$ cat src/hw/rtl/ksd_pkg.sv
// Package for the keystream decryptor and file splitter.
// Holds the transaction payload types, status codes and the key byte table.
// Depends on nothing.
package ksd_pkg;

    localparam int unsigned QueueDepth = 4;
    localparam int unsigned QueuePtrW  = 2;
    localparam logic [7:0]  SeedBiasLow = 8'h7D;

    localparam logic [1:0] STATUS_OK        = 2'd0;
    localparam logic [1:0] STATUS_EXHAUSTED = 2'd1;
    localparam logic [1:0] STATUS_ZERO_SIZE = 2'd2;

    typedef struct packed {
        logic        mode;
        logic [11:0] table_index;
        logic [31:0] file_size;
        logic        lump_start;
        logic [31:0] lump_size;
        logic [7:0]  cipher_byte;
    } t_in_item;

    typedef struct packed {
        logic [7:0]  plain_byte;
        logic [11:0] file_number;
        logic        end_of_file;
        logic [1:0]  status;
    } t_out_item;

    typedef struct packed {
        logic        is_data;
        logic [11:0] table_index;
        logic [31:0] file_size;
        logic        lump_start;
        logic [7:0]  plain;
        logic        off_zero;
        logic        next_zero;
    } t_cmd;

    typedef logic [7:0] t_key_table [256];

    function automatic t_key_table build_key_table();
        t_key_table tbl;
        logic [7:0] s;
        for (int i = 0; i < 256; i++) begin
            s = 8'(i);
            tbl[i] = s * (s * s * 8'h73 - 8'h1B) + 8'h0D;
        end
        return tbl;
    endfunction

    localparam t_key_table KeyTable = build_key_table();

endpackage

$ cat src/hw/rtl/ksd_queue.sv
// Short command queue between the front and the back part.
// Depends on ksd_pkg.
module ksd_queue (
    input  logic          i_clk,
    input  logic          i_rst_n,
    input  logic          i_push,
    input  ksd_pkg::t_cmd i_push_data,
    output logic          o_full,
    input  logic          i_pop,
    output logic          o_head_valid,
    output ksd_pkg::t_cmd o_head
);
    import ksd_pkg::*;

    t_cmd                 r_mem [QueueDepth];
    logic [QueuePtrW-1:0] r_wr_ptr, n_wr_ptr;
    logic [QueuePtrW-1:0] r_rd_ptr, n_rd_ptr;
    logic [QueuePtrW:0]   r_count, n_count;

    always_comb begin
        n_wr_ptr = r_wr_ptr;
        n_rd_ptr = r_rd_ptr;
        n_count  = r_count;
        if (i_push) begin
            n_wr_ptr = r_wr_ptr + 1'b1;
        end
        if (i_pop) begin
            n_rd_ptr = r_rd_ptr + 1'b1;
        end
        if (i_push && !i_pop) begin
            n_count = r_count + 1'b1;
        end else if (!i_push && i_pop) begin
            n_count = r_count - 1'b1;
        end
    end

    always_ff @(posedge i_clk) begin
        if (!i_rst_n) begin
            r_wr_ptr <= '0;
            r_rd_ptr <= '0;
            r_count  <= '0;
        end else begin
            r_wr_ptr <= n_wr_ptr;
            r_rd_ptr <= n_rd_ptr;
            r_count  <= n_count;
        end
    end

    always_ff @(posedge i_clk) begin
        if (i_push) begin
            r_mem[r_wr_ptr] <= i_push_data;
        end
    end

    assign o_full       = (r_count == (QueuePtrW + 1)'(QueueDepth));
    assign o_head_valid = (r_count != '0);
    assign o_head       = r_mem[r_rd_ptr];

endmodule

$ cat config.mk
export PLATFORM = sky130hd
export DESIGN_NAME = ksd_queue
export DESIGN_NICKNAME = d
export VERILOG_FILES = /design/src/hw/rtl/ksd_pkg.sv /design/src/hw/rtl/ksd_queue.sv
export SDC_FILE = /design/constraint.sdc
export NUM_CORES = 1
export LEC_CHECK = 0
export ABC_AREA = 1
export BUFFER_PORTS_ARGS = -buffer_cell sky130_fd_sc_hd__buf_4
export CORE_MARGIN = 3
export CORE_UTILIZATION = 44
export CTS_BUF_LIST = sky130_fd_sc_hd__clkbuf_8
export DETAILED_ROUTE_END_ITERATION = 8
export PLACE_DENSITY = 0.69
export RECOVER_POWER = 100
export SYNTH_ARGS = -nofsm -noshare
export SYNTH_HDL_FRONTEND = slang
export SYNTH_SLANG_ARGS = --single-unit
$ cat constraint.sdc
create_clock -name i_clk -period 4.6 [get_ports i_clk]
set_input_delay 0.46 -clock i_clk [delete_from_list [all_inputs] [get_ports i_clk]]
set_output_delay 0.46 -clock i_clk [all_outputs]
set_load 0.1 [all_outputs]
==> flow_summary_export.csv, run 1 <==
group,metric,value,unit
grt,antenna_found_initial,0,
clocking,cts_resized,0,
worst_setup_path,path_depth,4,
sta,min_period_over_period,79.1,%
synthesis,synth-seq-cells,233,
route,drc_errors,0,
worst_setup_path,cp.required,4.14,ns
worst_setup_path,arrival,3.18,ns
pwr,seq_power_share,48.9,%
sta,drv_slew,131,
run_status,status,"finished with violations",
synthesis,synth_top_cell_by_area,"edfxtp_1",
worst_setup_path,path_max_fanout,112,
pwr,internal_power,3.44,mW
die,fp.dieH,150,um
sta,skew,0.0177,ns
job,cap_violations,4,
pwr,powerDensity,481,nW/um^2
synthesis,synth_ff_type,"edfxtp_1",
route,drtIter0Drc,268,
placed_design,portBuffers,117,
pwr,pwr-share-clk,32.7,%
min_path,hold_path.class,"in -> reg",
synthesis,synth_most_common_cell,"edfxtp_1",
layout,syn_to_final_growth,14.4,%
layout,num-fill-cells,1739,
route,post_drt_wl_per_cell,18.3,um
sta,finalSetupViolations,0,
sta,max_freq,0.275,GHz
sta,tns,0,ns
route,vias,5372,
die,dieWidth,150,um
die,ios,118,
pwr,cellLeakagePower,3.43,nW
worst_setup_path,cp_slowest_stage_delay,0.90,ns
clocking,postCtsSetupRepairBufs,0,
synthesis,yosys-top-cells-area,"edfxtp_1 (74%), o21ai_0 (4.8%), nor2_1 (3.8%)",
die,core_area,19900,um^2
route,drt-total-wl,18700,um
placed_design,dp_hpwl,10300,um
synthesis,synth_top_area_share,73.9,%
clocking,hold_buffers,0,
sta,grt_setup_unrepaired,"false",
sta,relSlewSlack,-31.7,%
worst_setup_path,crit_type,"reg -> out",
clocking,clkLatencyLatePin,0.52,ns
worst_setup_path,crit_path_end_kind,"output pin",
pwr,finalPower,5.02,mW
grt,grt-ovfl-total,0,
grt,grt_usage,16.9,%
synthesis,synth_cells,601,
min_path,worst_hold_path.num_cells,1,
run_status,violations,"max-capacitance violations, max-slew violations",
clocking,cts_tree,"yes",
pwr,p_sw,1.57,mW
placed_design,place_congestion,0.721,
worst_setup_path,slowest_stage,"clkbuf_1",
clocking,clock-sinks,233,
synthesis,synth_common_cells,"edfxtp_1 (224), nor2_1 (92), o21ai_0 (88)",
layout,drive_above_1_share,15.6,%
pwr,p_sw_share,31.4,%
synthesis,async_reset_ff_share,0,%
route,avgViaCountPerCell,5.26,
die,initial_core_util,45.7,%
synthesis,synth_cell_type_count,25,
synthesis,yosysSeqAreaShare,75.8,%
clocking,cts.path.max_buffers,3,
synthesis,syn_avg_cell_area,15.2,um^2
route,first_pass_iters,4,
pwr,ir_drop,0.305,mV
clocking,numCtsBuffers,38,
clocking,cts-htree-levels,2,
grt,grt_pass1_wl,29400,um
synthesis,synth_edf_count,224,
synthesis,syn_area,9110,um^2
clocking,clkTransAtPathRegs,0.06,ns
worst_setup_path,start_kind,"flip-flop",
worst_setup_path,cp_num_buf_inv,2,
synthesis,synth_nets,667,
sta,final_hold_viol_count,0,
sta,worst_pin_slew,1.97,ns
sta,period_needed,3.64,ns
worst_setup_path,reg2regPathDepth,5,
worst_setup_path,path_delay_family,"buffers and inverters",
worst_setup_path,path_cells,"buf_4 -> o21ai_0 -> o22ai_1 -> clkbuf_1",
die,floorplan.rows,51,
layout,antennaDiodeCount,0,
route,ant_nets,0,
layout,finalNetCount,795,
pwr,combPwrFrac,18.3,%
grt,grt_pass1_vias,5759,
grt,grt_max_degree,113,
die,die_area,22500,um^2
synthesis,yosys_warnings,0,
clocking,root_buffer,"clkbuf_8",
==> placed cells by master (no fill, tap or decap), drive strengths merged <==
cell type | Yosys | routed
edfxtp | 224 | 224
dfxtp | 9 | 9
fa | 1 | 1
nor2 | 118 | 118
nand3 | 1 | 1
nand4 | 1 | 1
buf | 20 | 9
o21ai | 118 | 118
o22ai | 56 | 56
nand2 | 10 | 10
nor3 | 1 | 1
clkinv | 0 | 12
inv | 17 | 28
a21oi | 4 | 4
ha | 5 | 5
clkbuf | 16 | 160
==> flip-flops by register name (all words and copies together) (netlist names), named ones only <==
signal / count
r_mem: 224
r_count: 3
r_rd_ptr: 2
r_wr_ptr: 2
==> worst reg2reg max path: stages (launching register included) <==
cell	delay, ns
dfxtp_1	0.33
inv_1	0.11
ha_1	0.16
nand2_1	0.05
inv_1	0.95
clkbuf_1	1.47
==> logic make-up (layout without fill, tap and decap cells) <==
group	after synthesis	count (layout)	synth area share, %
AO/OA/AOI/OAI	178	178	12.5
flip-flops	233	233	75.8
buffers and inverters	53	209	3.49
adder cells (fa/ha/maj)	6	6	0.907
AND/OR/NAND/NOR	131	131	7.27
==> final timing paths <==
path,startpoint,end,slack [ns]
min reg2reg,r_rd_ptr[1]$_SDFFE_PN0P_,flip-flop,0.47
max reg2reg,r_wr_ptr[0]$_SDFFE_PN0P_,r_mem[0][11]$_DFFE_PP_,1.11
min,i_push_data[12],r_mem[1][12]$_DFFE_PP_,0.19
max,flip-flop,o_head[19],0.96
==> per-stage QoR <==
stage	setup slack (ns)	std cells	util [%]	instance area [um^2]	hold WS, ns
CTS	1.45	1022	54.5	10900	0.101
global route	0.742	1022	52.3	10400	0.184
global placement	2.07	954	50.9	10100	0.415
detailed placement	2.01	954	50.9	10100	0.441
finish	0.963	1022	52.3	10400	0.194
floorplan	1.73	601	-	9110	0.412
==> cell type report <==
cell class                      count  area [um^2]  area share [%]
Clock buffer                       45          619            5.94
Clock inverter                     23         95.1           0.913
Inverter                           17         66.3           0.636
Multi-Input combinational cell    315         1880            18.1
Sequential cell                   233         6910            66.3
Tap cell                          265          332            3.18
Timing Repair Buffer              124          512            4.91
==> power groups by stage <==
stage,clock network (mW),logic [mW],registers [mW]
after floorplan,0,0.777,2.49
after CTS,1.69,1.01,2.45
after global routing,1.80,0.970,2.46
final,1.64,0.920,2.45
after global placement,0,0.996,2.49
after detailed placement,0,1.01,2.49
==> metal layers <==
metal	up-vias	GRT usage [%]	part of all wire, %	wire [um]
li1	2506	-	-	-
met1	2662	19.6	40	7400
met2	172	30.6	52	9800
met3	32	4.09	6.1	1140
met4	0	5.81	1.9	348
met5	-	0	0	0
Power figures use the tool's default switching activity.
==> run 2: changes to the inputs <==
Settings changed: PLACE_DENSITY 0.69 to 0.72.
Clock period 4.6 ns to 3 ns, I/O delays scaled along.
==> run 2 against run 1 <==
  * The flow still finishes with violations (max-capacitance violations, max-slew violations)
  * Clock skew is 0.0064 ns lower
  * Register-to-register slack worse by 0.72 ns
  * Cell count is 5.6% higher
  * First-iteration DRC count is 4.9% higher
  * Power is 54% higher
  * Hold slack worse by 0.11 ns
  * Setup slack worse by 0.70 ns
  * Design area is 6.7% higher
  * Critical endpoint is now o_head[10]
  * Largest cell class unchanged
  * Largest power group unchanged
  * Highest routed layer unchanged
==> flow_summary_export.csv, run 2 (synthesis results as in run 1) <==
group,metric,value,unit
worst_setup_path,regToRegStartpoint,"r_wr_ptr[0]$_SDFFE_PN0P_",
worst_setup_path,slowest_stage,"clkbuf_4",
grt,grt_pass1_wl,30700,um
worst_setup_path,path_cells,"clkbuf_4 -> o21ai_0 -> o22ai_2 -> buf_2",
worst_setup_path,reg2regPathDepth,5,
worst_setup_path,r2r-end,"r_mem[2][25]$_DFFE_PP_",
pwr,powerDensity,694,nW/um^2
route,topRoutingLayerUsed,"met4",
placed_design,placed_cells,959,
sta,drv_slew,58,
die,dieWidth,150,um
placed_design,place_congestion,0.752,
worst_setup_path,cp-endpoint,"o_head[10]",
route,drtIter0Drc,281,
sta,max_freq,0.365,GHz
layout,mostFrequentLayoutCells,"edfxtp_1 (224), nor2_1 (92), o21ai_0 (88)",
die,die_area,22500,um^2
worst_setup_path,cp.required,2.70,ns
pwr,cellLeakagePower,3.86,nW
min_path,hold_path.class,"in -> reg",
route,post_drt_wl_per_cell,18.1,um
sta,grt_setup_unrepaired,"false",
sta,min_period_over_period,91.3,%
grt,grt-ovfl-total,0,
layout,num-fill-cells,1659,
sta,worst_pin_slew,1.93,ns
clocking,cts_resized,0,
clocking,clkLatencyLatePin,0.51,ns
sta,tns,0,ns
grt,antenna_found_initial,0,
die,core_area,19900,um^2
run_status,violations,"max-capacitance violations, max-slew violations",
layout,antennaDiodeCount,0,
layout,reg_top3,"r_mem: 224 flops, r_count: 3 flops",
die,floorplan.rows,51,
grt,grt_usage,17.5,%
layout,drive_above_1_share,20.9,%
worst_setup_path,crit_type,"reg -> out",
worst_setup_path,crit_path_end_kind,"output pin",
die,fp.dieH,150,um
placed_design,portBuffers,117,
worst_setup_path,path_delay_family,"buffers and inverters",
worst_setup_path,path_max_fanout,45,
route,met3WireLength,1240,um
clocking,cts.path.max_buffers,3,
route,ant_nets,0,
clocking,root_buffer,"clkbuf_8",
pwr,finalPower,7.72,mW
route,avgViaCountPerCell,5.17,
worst_setup_path,arrival,2.44,ns
worst_setup_path,cp_num_buf_inv,2,
clocking,hold_buffers,56,
layout,regArea,6910,um^2
die,initial_core_util,45.7,%
route,drt-met1-wl,8100,um
grt,grt_max_degree,113,
layout,regMostFlops,"r_mem",
clocking,clkTransAtPathRegs,0.06,ns
clocking,numCtsBuffers,38,
layout,syn_to_final_growth,22.1,%
sta,relSlewSlack,-28.5,%
worst_setup_path,rrSetupSlack,0.39,ns
layout,layout_commonest_cell,"edfxtp_1",
placed_design,dp_hpwl,11000,um
worst_setup_path,path_depth,4,
route,drc_errors,0,
route,dr_wl_met2,9920,um
worst_setup_path,cp_slowest_stage_delay,0.56,ns
clocking,cts-htree-levels,2,
layout,largest_reg_flops,224,
sta,whs,0.0847,ns
clocking,cts_tree,"yes",
pwr,ir_drop,0.416,mV
grt,grt_pass1_vias,5912,
sta,finalSetupViolations,0,
sta,skew,0.0114,ns
sta,final_hold_viol_count,0,
clocking,postCtsSetupRepairBufs,0,
sta,period_needed,2.74,ns
clocking,clock-sinks,233,
layout,finalNetCount,856,
route,vias,5581,
route,first_pass_iters,7,
layout,fin_cells,1079,
run_status,status,"finished with violations",
job,cap_violations,2,
layout,multi_input_area,1880,um^2
die,ios,118,
worst_setup_path,start_kind,"flip-flop",
route,drt-total-wl,19500,um
## run 2: cell count changes in the layout (fill, tap and decap cells not counted), sizes merged
cell,previous run,this run
clkbuf,160,133
bufinv,0,1
clkinv,12,5
buf,9,35
clkinvlp,0,1
inv,28,35
dlygate4sd3,0,56
## run 2: area by class of cell
| cell class | count | share of cell area, % |
|---|---|---|
| clock inverters | 25 | 1.13 |
| repair buffers | 185 | 11.4 |
| well taps | 265 | 2.98 |
| multi-input cells | 315 | 16.9 |
| inverters | 17 | 0.596 |
| flip-flops and latches | 233 | 62.2 |
| clock buffers | 39 | 4.83 |
## run 2: power by group
part           internal (mW)  switching (mW)  leakage [nW]
clock                   1.28            1.14         0.405
combinational          0.300            1.23          1.33
sequential              3.72          0.0428          2.13
## run 2: worst min-delay path: cells and delay by family
| kind | cells | cell delay [ns] |
|---|---|---|
| buffers and inverters | 1 | 0.15 |
| and+or+nand+nor | 2 | 0.10 |
## run 2: worst min path at each step
stage	startpoint	endpoint	slack [ns]	cells past startpoint
final	i_rst_n	r_count[2]$_SDFFE_PN0P_	0.08	3
after global placement	r_rd_ptr[1]$_SDFFE_PN0P_	flip-flop	0.48	1
after global routing	i_rst_n	r_count[2]$_SDFFE_PN0P_	0.04	3
after detailed placement	r_rd_ptr[1]$_SDFFE_PN0P_	flip-flop	0.46	1
after floorplan	i_push_data[0]	r_mem[0][0]$_DFFE_PP_	0.40	0
after CTS	i_rst_n	r_count[2]$_SDFFE_PN0P_	0.04	3
## run 2: stage by stage
| stage | setup WS (ns) | util [%] | instance area (um^2) |
|---|---|---|---|
| finish | 0.262 | 55.9 | 11100 |
| global route | 0.103 | 55.9 | 11100 |
| CTS | 0.344 | 57.6 | 11500 |
| detailed placement | 0.919 | 51.5 | 10200 |
| global placement | 0.976 | 51.5 | 10200 |
| floorplan | 0.292 | - | 9110 |
## run 2: per-layer routing
metal  vias up  track usage (%)
li1       2632                -
met1      2757             22.1
met2       170             30.7
met3        22             4.21
met4         0             4.12
met5         -                0
