==> src/hw/rtl/ksd_pkg.sv <==
// Package for the keystream decryptor and file splitter.
// Holds the transaction payload types, status codes and the key byte table.
// Depends on nothing.
package ksd_pkg;

    localparam int unsigned QueueDepth = 4;
    localparam int unsigned QueuePtrW  = 2;
    localparam logic [7:0]  SeedBiasLow = 8'h7D;

    localparam logic [1:0] STATUS_OK        = 2'd0;
    localparam logic [1:0] STATUS_EXHAUSTED = 2'd1;
    localparam logic [1:0] STATUS_ZERO_SIZE = 2'd2;

    typedef struct packed {
        logic        mode;
        logic [11:0] table_index;
        logic [31:0] file_size;
        logic        lump_start;
        logic [31:0] lump_size;
        logic [7:0]  cipher_byte;
    } t_in_item;

    typedef struct packed {
        logic [7:0]  plain_byte;
        logic [11:0] file_number;
        logic        end_of_file;
        logic [1:0]  status;
    } t_out_item;

    typedef struct packed {
        logic        is_data;
        logic [11:0] table_index;
        logic [31:0] file_size;
        logic        lump_start;
        logic [7:0]  plain;
        logic        off_zero;
        logic        next_zero;
    } t_cmd;

    typedef logic [7:0] t_key_table [256];

    function automatic t_key_table build_key_table();
        t_key_table tbl;
        logic [7:0] s;
        for (int i = 0; i < 256; i++) begin
            s = 8'(i);
            tbl[i] = s * (s * s * 8'h73 - 8'h1B) + 8'h0D;
        end
        return tbl;
    endfunction

    localparam t_key_table KeyTable = build_key_table();

endpackage

==> src/hw/rtl/ksd_front.sv <==
// Front part: accepts transactions, runs the keystream and the lump offset.
// Depends on ksd_pkg.
module ksd_front #(
    parameter int unsigned ALIGN_BYTES = 128
) (
    input  logic             i_clk,
    input  logic             i_rst_n,
    input  logic             i_in_valid,
    output logic             o_in_ready,
    input  ksd_pkg::t_in_item i_in_data,
    input  logic             i_q_full,
    output logic             o_push,
    output ksd_pkg::t_cmd    o_cmd
);
    import ksd_pkg::*;

    localparam int unsigned OW = (ALIGN_BYTES > 1) ? $clog2(ALIGN_BYTES) : 1;
    localparam logic [OW-1:0] OffsetLast = OW'(ALIGN_BYTES - 1);

    logic [7:0]    r_seed, n_seed;
    logic [OW-1:0] r_offset, n_offset;
    logic [7:0]    w_seed_use;
    logic [OW-1:0] w_offset_use;
    logic [OW-1:0] w_offset_next;
    logic          w_accept;

    assign o_in_ready = !i_q_full;
    assign w_accept   = i_in_valid && o_in_ready;
    assign o_push     = w_accept;

    assign w_seed_use    = i_in_data.lump_start ? (i_in_data.lump_size[7:0] + SeedBiasLow)
                                                : r_seed;
    assign w_offset_use  = i_in_data.lump_start ? '0 : r_offset;
    assign w_offset_next = (w_offset_use == OffsetLast) ? '0 : (w_offset_use + 1'b1);

    always_comb begin
        o_cmd.is_data     = i_in_data.mode;
        o_cmd.table_index = i_in_data.table_index;
        o_cmd.file_size   = i_in_data.file_size;
        o_cmd.lump_start  = i_in_data.lump_start;
        o_cmd.plain       = i_in_data.cipher_byte ^ KeyTable[w_seed_use];
        o_cmd.off_zero    = (w_offset_use == '0);
        o_cmd.next_zero   = (w_offset_next == '0);
    end

    always_comb begin
        n_seed   = r_seed;
        n_offset = r_offset;
        if (w_accept && i_in_data.mode) begin
            n_seed   = w_seed_use + 8'd1;
            n_offset = w_offset_next;
        end
    end

    always_ff @(posedge i_clk) begin
        if (!i_rst_n) begin
            r_seed   <= '0;
            r_offset <= '0;
        end else begin
            r_seed   <= n_seed;
            r_offset <= n_offset;
        end
    end

endmodule

==> config.mk <==
export PLATFORM = sky130hd
export DESIGN_NAME = ksd_front
export DESIGN_NICKNAME = d
export VERILOG_FILES = /design/src/hw/rtl/ksd_pkg.sv /design/src/hw/rtl/ksd_front.sv
export SDC_FILE = /design/constraint.sdc
export NUM_CORES = 1
export LEC_CHECK = 0
export BUFFER_PORTS_ARGS = -buffer_cell sky130_fd_sc_hd__buf_4
export CELL_PAD_IN_SITES_DETAIL_PLACEMENT = 1
export CELL_PAD_IN_SITES_GLOBAL_PLACEMENT = 2
export CORE_UTILIZATION = 25
export DETAILED_ROUTE_END_ITERATION = 6
export GPL_TIMING_DRIVEN = 0
export PLACE_DENSITY = 0.84
export SYNTH_ARGS = -nofsm -noshare
export SYNTH_HDL_FRONTEND = slang
export SYNTH_SLANG_ARGS = --single-unit
export TNS_END_PERCENT = 1
==> constraint.sdc <==
create_clock -name i_clk -period 5.6 [get_ports i_clk]
set_clock_uncertainty 0.1 [all_clocks]
set_input_delay 0.56 -clock i_clk [delete_from_list [all_inputs] [get_ports i_clk]]
set_output_delay 0.56 -clock i_clk [all_outputs]
set_load 0.05 [all_outputs]
==> results of run 1 <==
==> power groups by stage <==
stage | logic (mW) | clock network [mW] | registers [mW]
2_1_floorplan | 0.309 | 0 | 0.114
3_3_place_gp | 0.427 | 0 | 0.115
3_5_place_dp | 0.428 | 0 | 0.115
4_1_cts | 0.430 | 0.0946 | 0.113
5_1_grt | 0.459 | 0.0981 | 0.113
6_report | 0.433 | 0.0917 | 0.113
==> worst reg2reg max path, stage by stage, from the launching register on <==
cell	delay [ps]
dfxtp_1	360
nor2b_1	350
a21o_1	210
buf_2	280
buf_2	290
buf_2	290
nand2_1	100
xnor2_1	150
nand2_1	70
o211a_1	140
==> layout by cell type, fill, tap and decap left out, drive strengths merged, types with 11 or more instances in the layout <==
| cell type | netlist | routed |
|---|---|---|
| a21oi | 20 | 20 |
| ha | 12 | 12 |
| buf | 59 | 137 |
| clkbuf | 9 | 12 |
| nor2 | 20 | 20 |
| nand2 | 40 | 40 |
| dfxtp | 15 | 15 |
| a31oi | 12 | 12 |
| nor3 | 11 | 11 |
| o21ai | 22 | 22 |
| nand3 | 11 | 11 |
==> registers in the layout, summed over array words and instances (netlist names) <==
name	flops
r_seed	8
r_offset	7
==> worst min path at each step <==
stage	cells past startpoint	to	slack, ps
after floorplan	2	r_seed[7]$_SDFFE_PN0P_	330
after global placement	2	r_seed[7]$_SDFFE_PN0P_	340
after detailed placement	2	r_seed[7]$_SDFFE_PN0P_	360
after CTS	2	r_seed[7]$_SDFFE_PN0P_	360
after global routing	2	r_seed[7]$_SDFFE_PN0P_	400
final	2	r_seed[7]$_SDFFE_PN0P_	360
==> cell families after synthesis <==
group / after synthesis / share of synthesized area [%]
XOR/XNOR: 18 / 5.93
flip-flops: 15 / 11.3
AND/OR/NAND/NOR: 115 / 21.8
buffers and inverters: 75 / 17.8
multiplexers: 10 / 4.14
adder cells (fa/ha/maj): 12 / 5.65
AO/OA/AOI/OAI: 119 / 33.4
==> cell type report <==
type,count,share of cell area (%)
sequential,15,8.67
tap,136,4.92
clock buffer,3,1.19
multi-input combinational,274,54.4
timing repair buffer,78,16.9
clock inverter,1,0.217
inverter,7,0.759
buffer,68,12.9
==> per-layer routing <==
| layer | global-route usage [%] | share of wire [%] | vias up |
|---|---|---|---|
| met4 | 5.13 | 1.6 | 0 |
| met5 | 0 | 0 | - |
| met1 | 21.9 | 43 | 1483 |
| met2 | 31.1 | 50 | 114 |
| met3 | 0.936 | 5.6 | 13 |
| li1 | - | - | 1447 |
==> per-stage QoR <==
step / instances / util [%] / instance area (µm²)
after floorplan: 364 / - / 2660
after global placement: 578 / 33.1 / 3410
after detailed placement: 578 / 33.1 / 3410
after CTS: 582 / 33.5 / 3460
after global routing: 582 / 33.5 / 3460
final: 582 / 33.5 / 3460
==> results by group, run 1 <==
Final layout
  • Nets@finish: 549
  • Antenna cells: 0
  • Share of cells above drive strength 1: 36.5%
  • Syn-to-layout area delta: 30.3%
  • Register area: 300 µm²
  • Fill count: 1,337
  • Multi-input gate area: 1880 µm²

Power
  • Leakage power total: 1.56 nW
  • Clk pwr share: 14.4%
  • Logic pwr share: 67.9%
  • PwrDens: 184 nW/µm²
  • Sequential Power Share: 17.7%
  • Pwr Total: 0.638 mW
  • Switching share of power: 51.0%
  • Worst vdd ir: 66.9 µV
  • Power Internal: 0.312 mW
  • Psw: 0.325 mW

Placed design
  • Final HPWL DP: 7.41 mm
  • Port bufs: 78
  • Place WS: 736 ps
  • Final Wtd Congestion: 0.889

Timing
  • Slew HR: 42.2%
  • Min Tclk post-route: 4920 ps
  • Worst hold slack: 363 ps
  • Final setup margin: 678 ps
  • Final setup viols: 0
  • Max Freq: 203 MHz
  • Least-Margin Pin Slew: 862 ps
  • RSZ-0062 raised after global routing: no
  • Final Hold Viols: 0
  • Slew Viols, Final: 0
  • Fin crit share: 87.9%
  • Setup TNS Final: 0 ps

Detailed routing
  • Routed wire length: 9.50 mm
  • Vias: 3,057
  • 1st-pass router iterations: 4
  • 1st-iter DRT viols: 146
  • # DRC: 0
  • Vias/cell: 5.25
  • WL per Instance: 16.3 µm
  • Antenna-violating nets left: 0

Run status
  • Outcome: finished, final reports clean

Synthesis
  • Synth area leaders: buf_4 (13%), dfxtp_1 (11%), ha_1 (5.6%)
  • Sequential share of the synthesized area: 11.3%
  • Netlist cell types: 66
  • Yosys reg bits: 15
  • Syn Nets: 466
  • Post-synth top cells: buf_4 (46), nand2_1 (39), o21ai_0 (21)
  • Post-Syn Instances: 364
  • Ys async rst share: 0%
  • Post-synth EDFFs: 0
  • Post-synth top area cell: buf_4
  • Mapped Area: 2660 µm²
  • Synth Flop Type: dfxtp_1
  • Synth top area share: 13.0%
  • Yosys warning total: 0
  • Cell with the most instances after synthesis: buf_4
  • Post-Syn Area per Cell: 7.30 µm²

Run
  • Max_cap viols: 0

Floorplanning
  • Die height: 105 µm
  • I/O Pins: 148
  • DIE WIDTH: 105 µm
  • Core ar.: 10,300 µm²
  • FP Rows: 37
  • Die ar.: 11,000 µm²
  • Initial core utilization: 25.7%

Critical path
  • Crit path from: i_in_data[40]
  • CP endpoint: o_cmd[9]
  • Critical path buffers and inverters: 5
  • R2r setup slk: 3160 ps
  • Req. time, crit path: 4940 ps
  • Reg2Reg Depth: 9
  • Crit start category: input pin
  • Crit Path Max Fanout: 11
  • Critical path type: input pin to output pin
  • CP peak stage delay: 610 ps
  • Cell family with most CP delay: compound AO/OA/AOI/OAI gates
  • Slowest CP cell: a211oi_1
  • Reg-to-Reg End: r_seed[3]$_SDFFE_PN0P_
  • R2r startpoint: r_seed[2]$_SDFFE_PN0P_
  • CP Depth: 15
  • Critical Path AT: 4260 ps
  • Crit. End Element: output pin
  • Crit-path cells: buf_4 -> buf_2 -> buf_2 -> nor2_1 -> a21oi_2 -> ha_1 -> clkbuf_1 -> a211oi_1 -> a21oi_1 -> mux2_2 -> a21oi_1 -> a221oi_1 -> o32ai_2 -> xor2_1 -> buf_4

Clock network
  • Post-CTS setup buffer count: 0
  • Deepest clock path buffer count: 2
  • CTS Buf Count: 3
  • Clk_lat worst skew: 260 ps
  • Clock slew at reported path FFs: 70 ps
  • CTS H-Tree Depth: 1
  • CTS root buf: clkbuf_8
  • CTS resizes: 0
  • CTS tree: done
  • Cts hold-fix bufs: 0
  • # clock sinks: 15

Hold path
  • Hold Crit Class: flop to flop
  • Hold Crit Start: r_seed[7]$_SDFFE_PN0P_

GRT
  • First-pass GRT wire length: 15.3 mm
  • Global route total overflow: 0
  • Initial antenna violation count: 0
  • Gr usage total: 17.2%
  • Vias in the first global route: 2,904
  • Pin count of the biggest net entering global routing: 12
(Power assumes the default switching activity.)
==> run 2, diff against run 1 <==
- CORE_UTILIZATION: 25 -> 21
- PLACE_DENSITY: 0.84 -> 0.75
- clock period: 5.6 -> 4.1 ns (I/O delays scaled with it)
==> run 2 against run 1 <==
Against the previous run:
- wire length up 6.5%
- first-iteration DRC count down 12%
- critical path depth down 3
- hold slack better by 2.7 ps
- largest power group unchanged
==> results by group, run 2 (synthesis results as in run 1) <==
Run status
  • Outcome: finished, final reports clean

Critical path
  • Crit start category: input pin
  • Crit Path Max Fanout: 9
  • Crit-path cells: buf_4 -> ha_1 -> mux2_2 -> ha_2 -> a211oi_4 -> a21oi_1 -> mux2_2 -> a21oi_1 -> a221oi_1 -> o32ai_2 -> xor2_1 -> buf_4
  • Critical path type: input pin to output pin
  • CP Depth: 12
  • Critical path buffers and inverters: 2
  • Slowest CP cell: ha_2
  • Crit. End Element: output pin
  • R2r startpoint: r_seed[2]$_SDFFE_PN0P_
  • Req. time, crit path: 3590 ps
  • Crit path from: i_in_data[8]
  • Reg2Reg Depth: 9
  • Cell family with most CP delay: compound AO/OA/AOI/OAI gates
  • Critical Path AT: 3450 ps
  • CP peak stage delay: 400 ps

Clock network
  • Clock slew at reported path FFs: 50 ps
  • CTS tree: done
  • # clock sinks: 15
  • Deepest clock path buffer count: 2
  • CTS H-Tree Depth: 1
  • Clk_lat worst skew: 250 ps
  • CTS root buf: clkbuf_16
  • CTS Buf Count: 3

Floorplanning
  • Core ar.: 12,200 µm²
  • FP Rows: 40
  • Initial core utilization: 21.9%
  • I/O Pins: 148
  • DIE WIDTH: 114 µm
  • Die ar.: 13,100 µm²
  • Die height: 114 µm

GRT
  • Initial antenna violation count: 0
  • Global route total overflow: 0
  • Gr usage total: 14.9%
  • Pin count of the biggest net entering global routing: 11
  • First-pass GRT wire length: 15.6 mm
  • Vias in the first global route: 3,013

Final layout
  • Share of cells above drive strength 1: 39.1%
  • Most frequent cells in the layout: buf_4 (127), nand2_1 (39), o21ai_0 (21), nor2_1 (19), a21oi_1 (16)
  • Syn-to-layout area delta: 35.8%
  • Nets@finish: 551
  • Antenna cells: 0
  • Fin util: 29.7%
  • Top flop regs: r_seed (8), r_offset (7)
  • Most common cell after layout, fill and taps aside: buf_4
  • Largest register FFs: 8
  • Most flops, register: r_seed

Detailed routing
  • 1st-iter DRT viols: 128
  • WL per Instance: 16.4 µm
  • Vias: 3,175
  • # DRC: 0
  • Antenna-violating nets left: 0
  • Vias/cell: 5.15
  • Routed wire length: 10.1 mm
  • 1st-pass router iterations: 5

Hold path
  • Hold path depth: 2
  • Hold Crit Class: flop to flop
  • Hold Crit Start: r_seed[7]$_SDFFE_PN0P_

Placed design
  • Final HPWL DP: 7.73 mm
  • Final Wtd Congestion: 0.934
  • Port bufs: 78

Power
  • Worst vdd ir: 109 µV
  • Leakage power total: 1.61 nW
  • PwrDens: 266 nW/µm²

Timing
  • Min Tclk post-route: 3960 ps
  • Least-Margin Pin Slew: 687 ps
  • Final Hold Viols: 0
  • Slew HR: 54.0%
  • RSZ-0062 raised after global routing: yes
  • Slew Viols, Final: 0
  • Final setup viols: 0
  • Max Freq: 252 MHz
  • Setup TNS Final: 0 ps
  • Fin crit share: 96.7%

Run
  • Max_cap viols: 0
## run 2: cell count changes in the layout (fill, tap and decap cells not counted), sizes merged
cell and change:
clkinvlp -1, clkinv +1, buf +1, clkbuf +1
## run 2: worst reg2reg max path, cell delays in order (launching register included)
cell     delay [ps]
dfxtp_1         350
nor2b_1         450
a21o_1          230
buf_2           290
buf_2           280
buf_2           290
nand2_1         110
xnor2_1         160
nand2_1          70
o211a_1         140
## run 2: path summary, 6_finish.rpt
check,to,slack [ps]
setup / recovery,o_cmd[9],140
hold / removal,r_seed[7]$_SDFFE_PN0P_,370
setup reg to reg,r_seed[3]$_SDFFE_PN0P_,1520
hold reg to reg,r_seed[7]$_SDFFE_PN0P_,370
## run 2: stage by stage
step	setup slack [ps]	area (µm²)	hold WS, ps	total power [mW]	instances
4_1_cts	11.4	3560	368	0.947	615
3_5_place_dp	-599	3450	365	0.745	610
6_report	137	3610	365	0.961	616
3_3_place_gp	-583	3450	342	0.746	610
5_1_grt	-9.56	3610	372	1.01	616
2_1_floorplan	6.75	2660	330	0.578	364
## run 2: layer usage
layer  vias to the layer above  GRT usage (%)  wire length [µm]
met1                      1539           18.4              4270
met4                         0           5.71               265
li1                       1460              -                 -
met5                         -              0                 0
met3                        24           1.32               662
met2                       152           26.4              4920
## run 2: what timing repair did
| action | CTS | global route |
|---|---|---|
| hold endpoints to repair | 0 | 0 |
| gates resized for setup | 4 | 10 |
| hold buffers | 0 | 0 |
| pin swaps | 0 | 1 |
| buffers inserted | 1 | 2 |
| endpoints found under the setup margin | 4 | 3 |
## run 2: final cells by class
type | instances | area (µm²)
clock inverters | 1 | 5.00
inverters | 7 | 26.3
plain buffers | 67 | 450
repair buffers | 81 | 608
fillers | 1520 | 8550
well taps | 168 | 210
clock buffers | 3 | 75.1
flip-flops and latches | 15 | 300
multi-input cells | 274 | 1930
## run 2: report_power, final
group	switching [mW]	internal (mW)
Clock	0.0634	0.130
Combinational	0.392	0.220
Sequential	0.00425	0.150
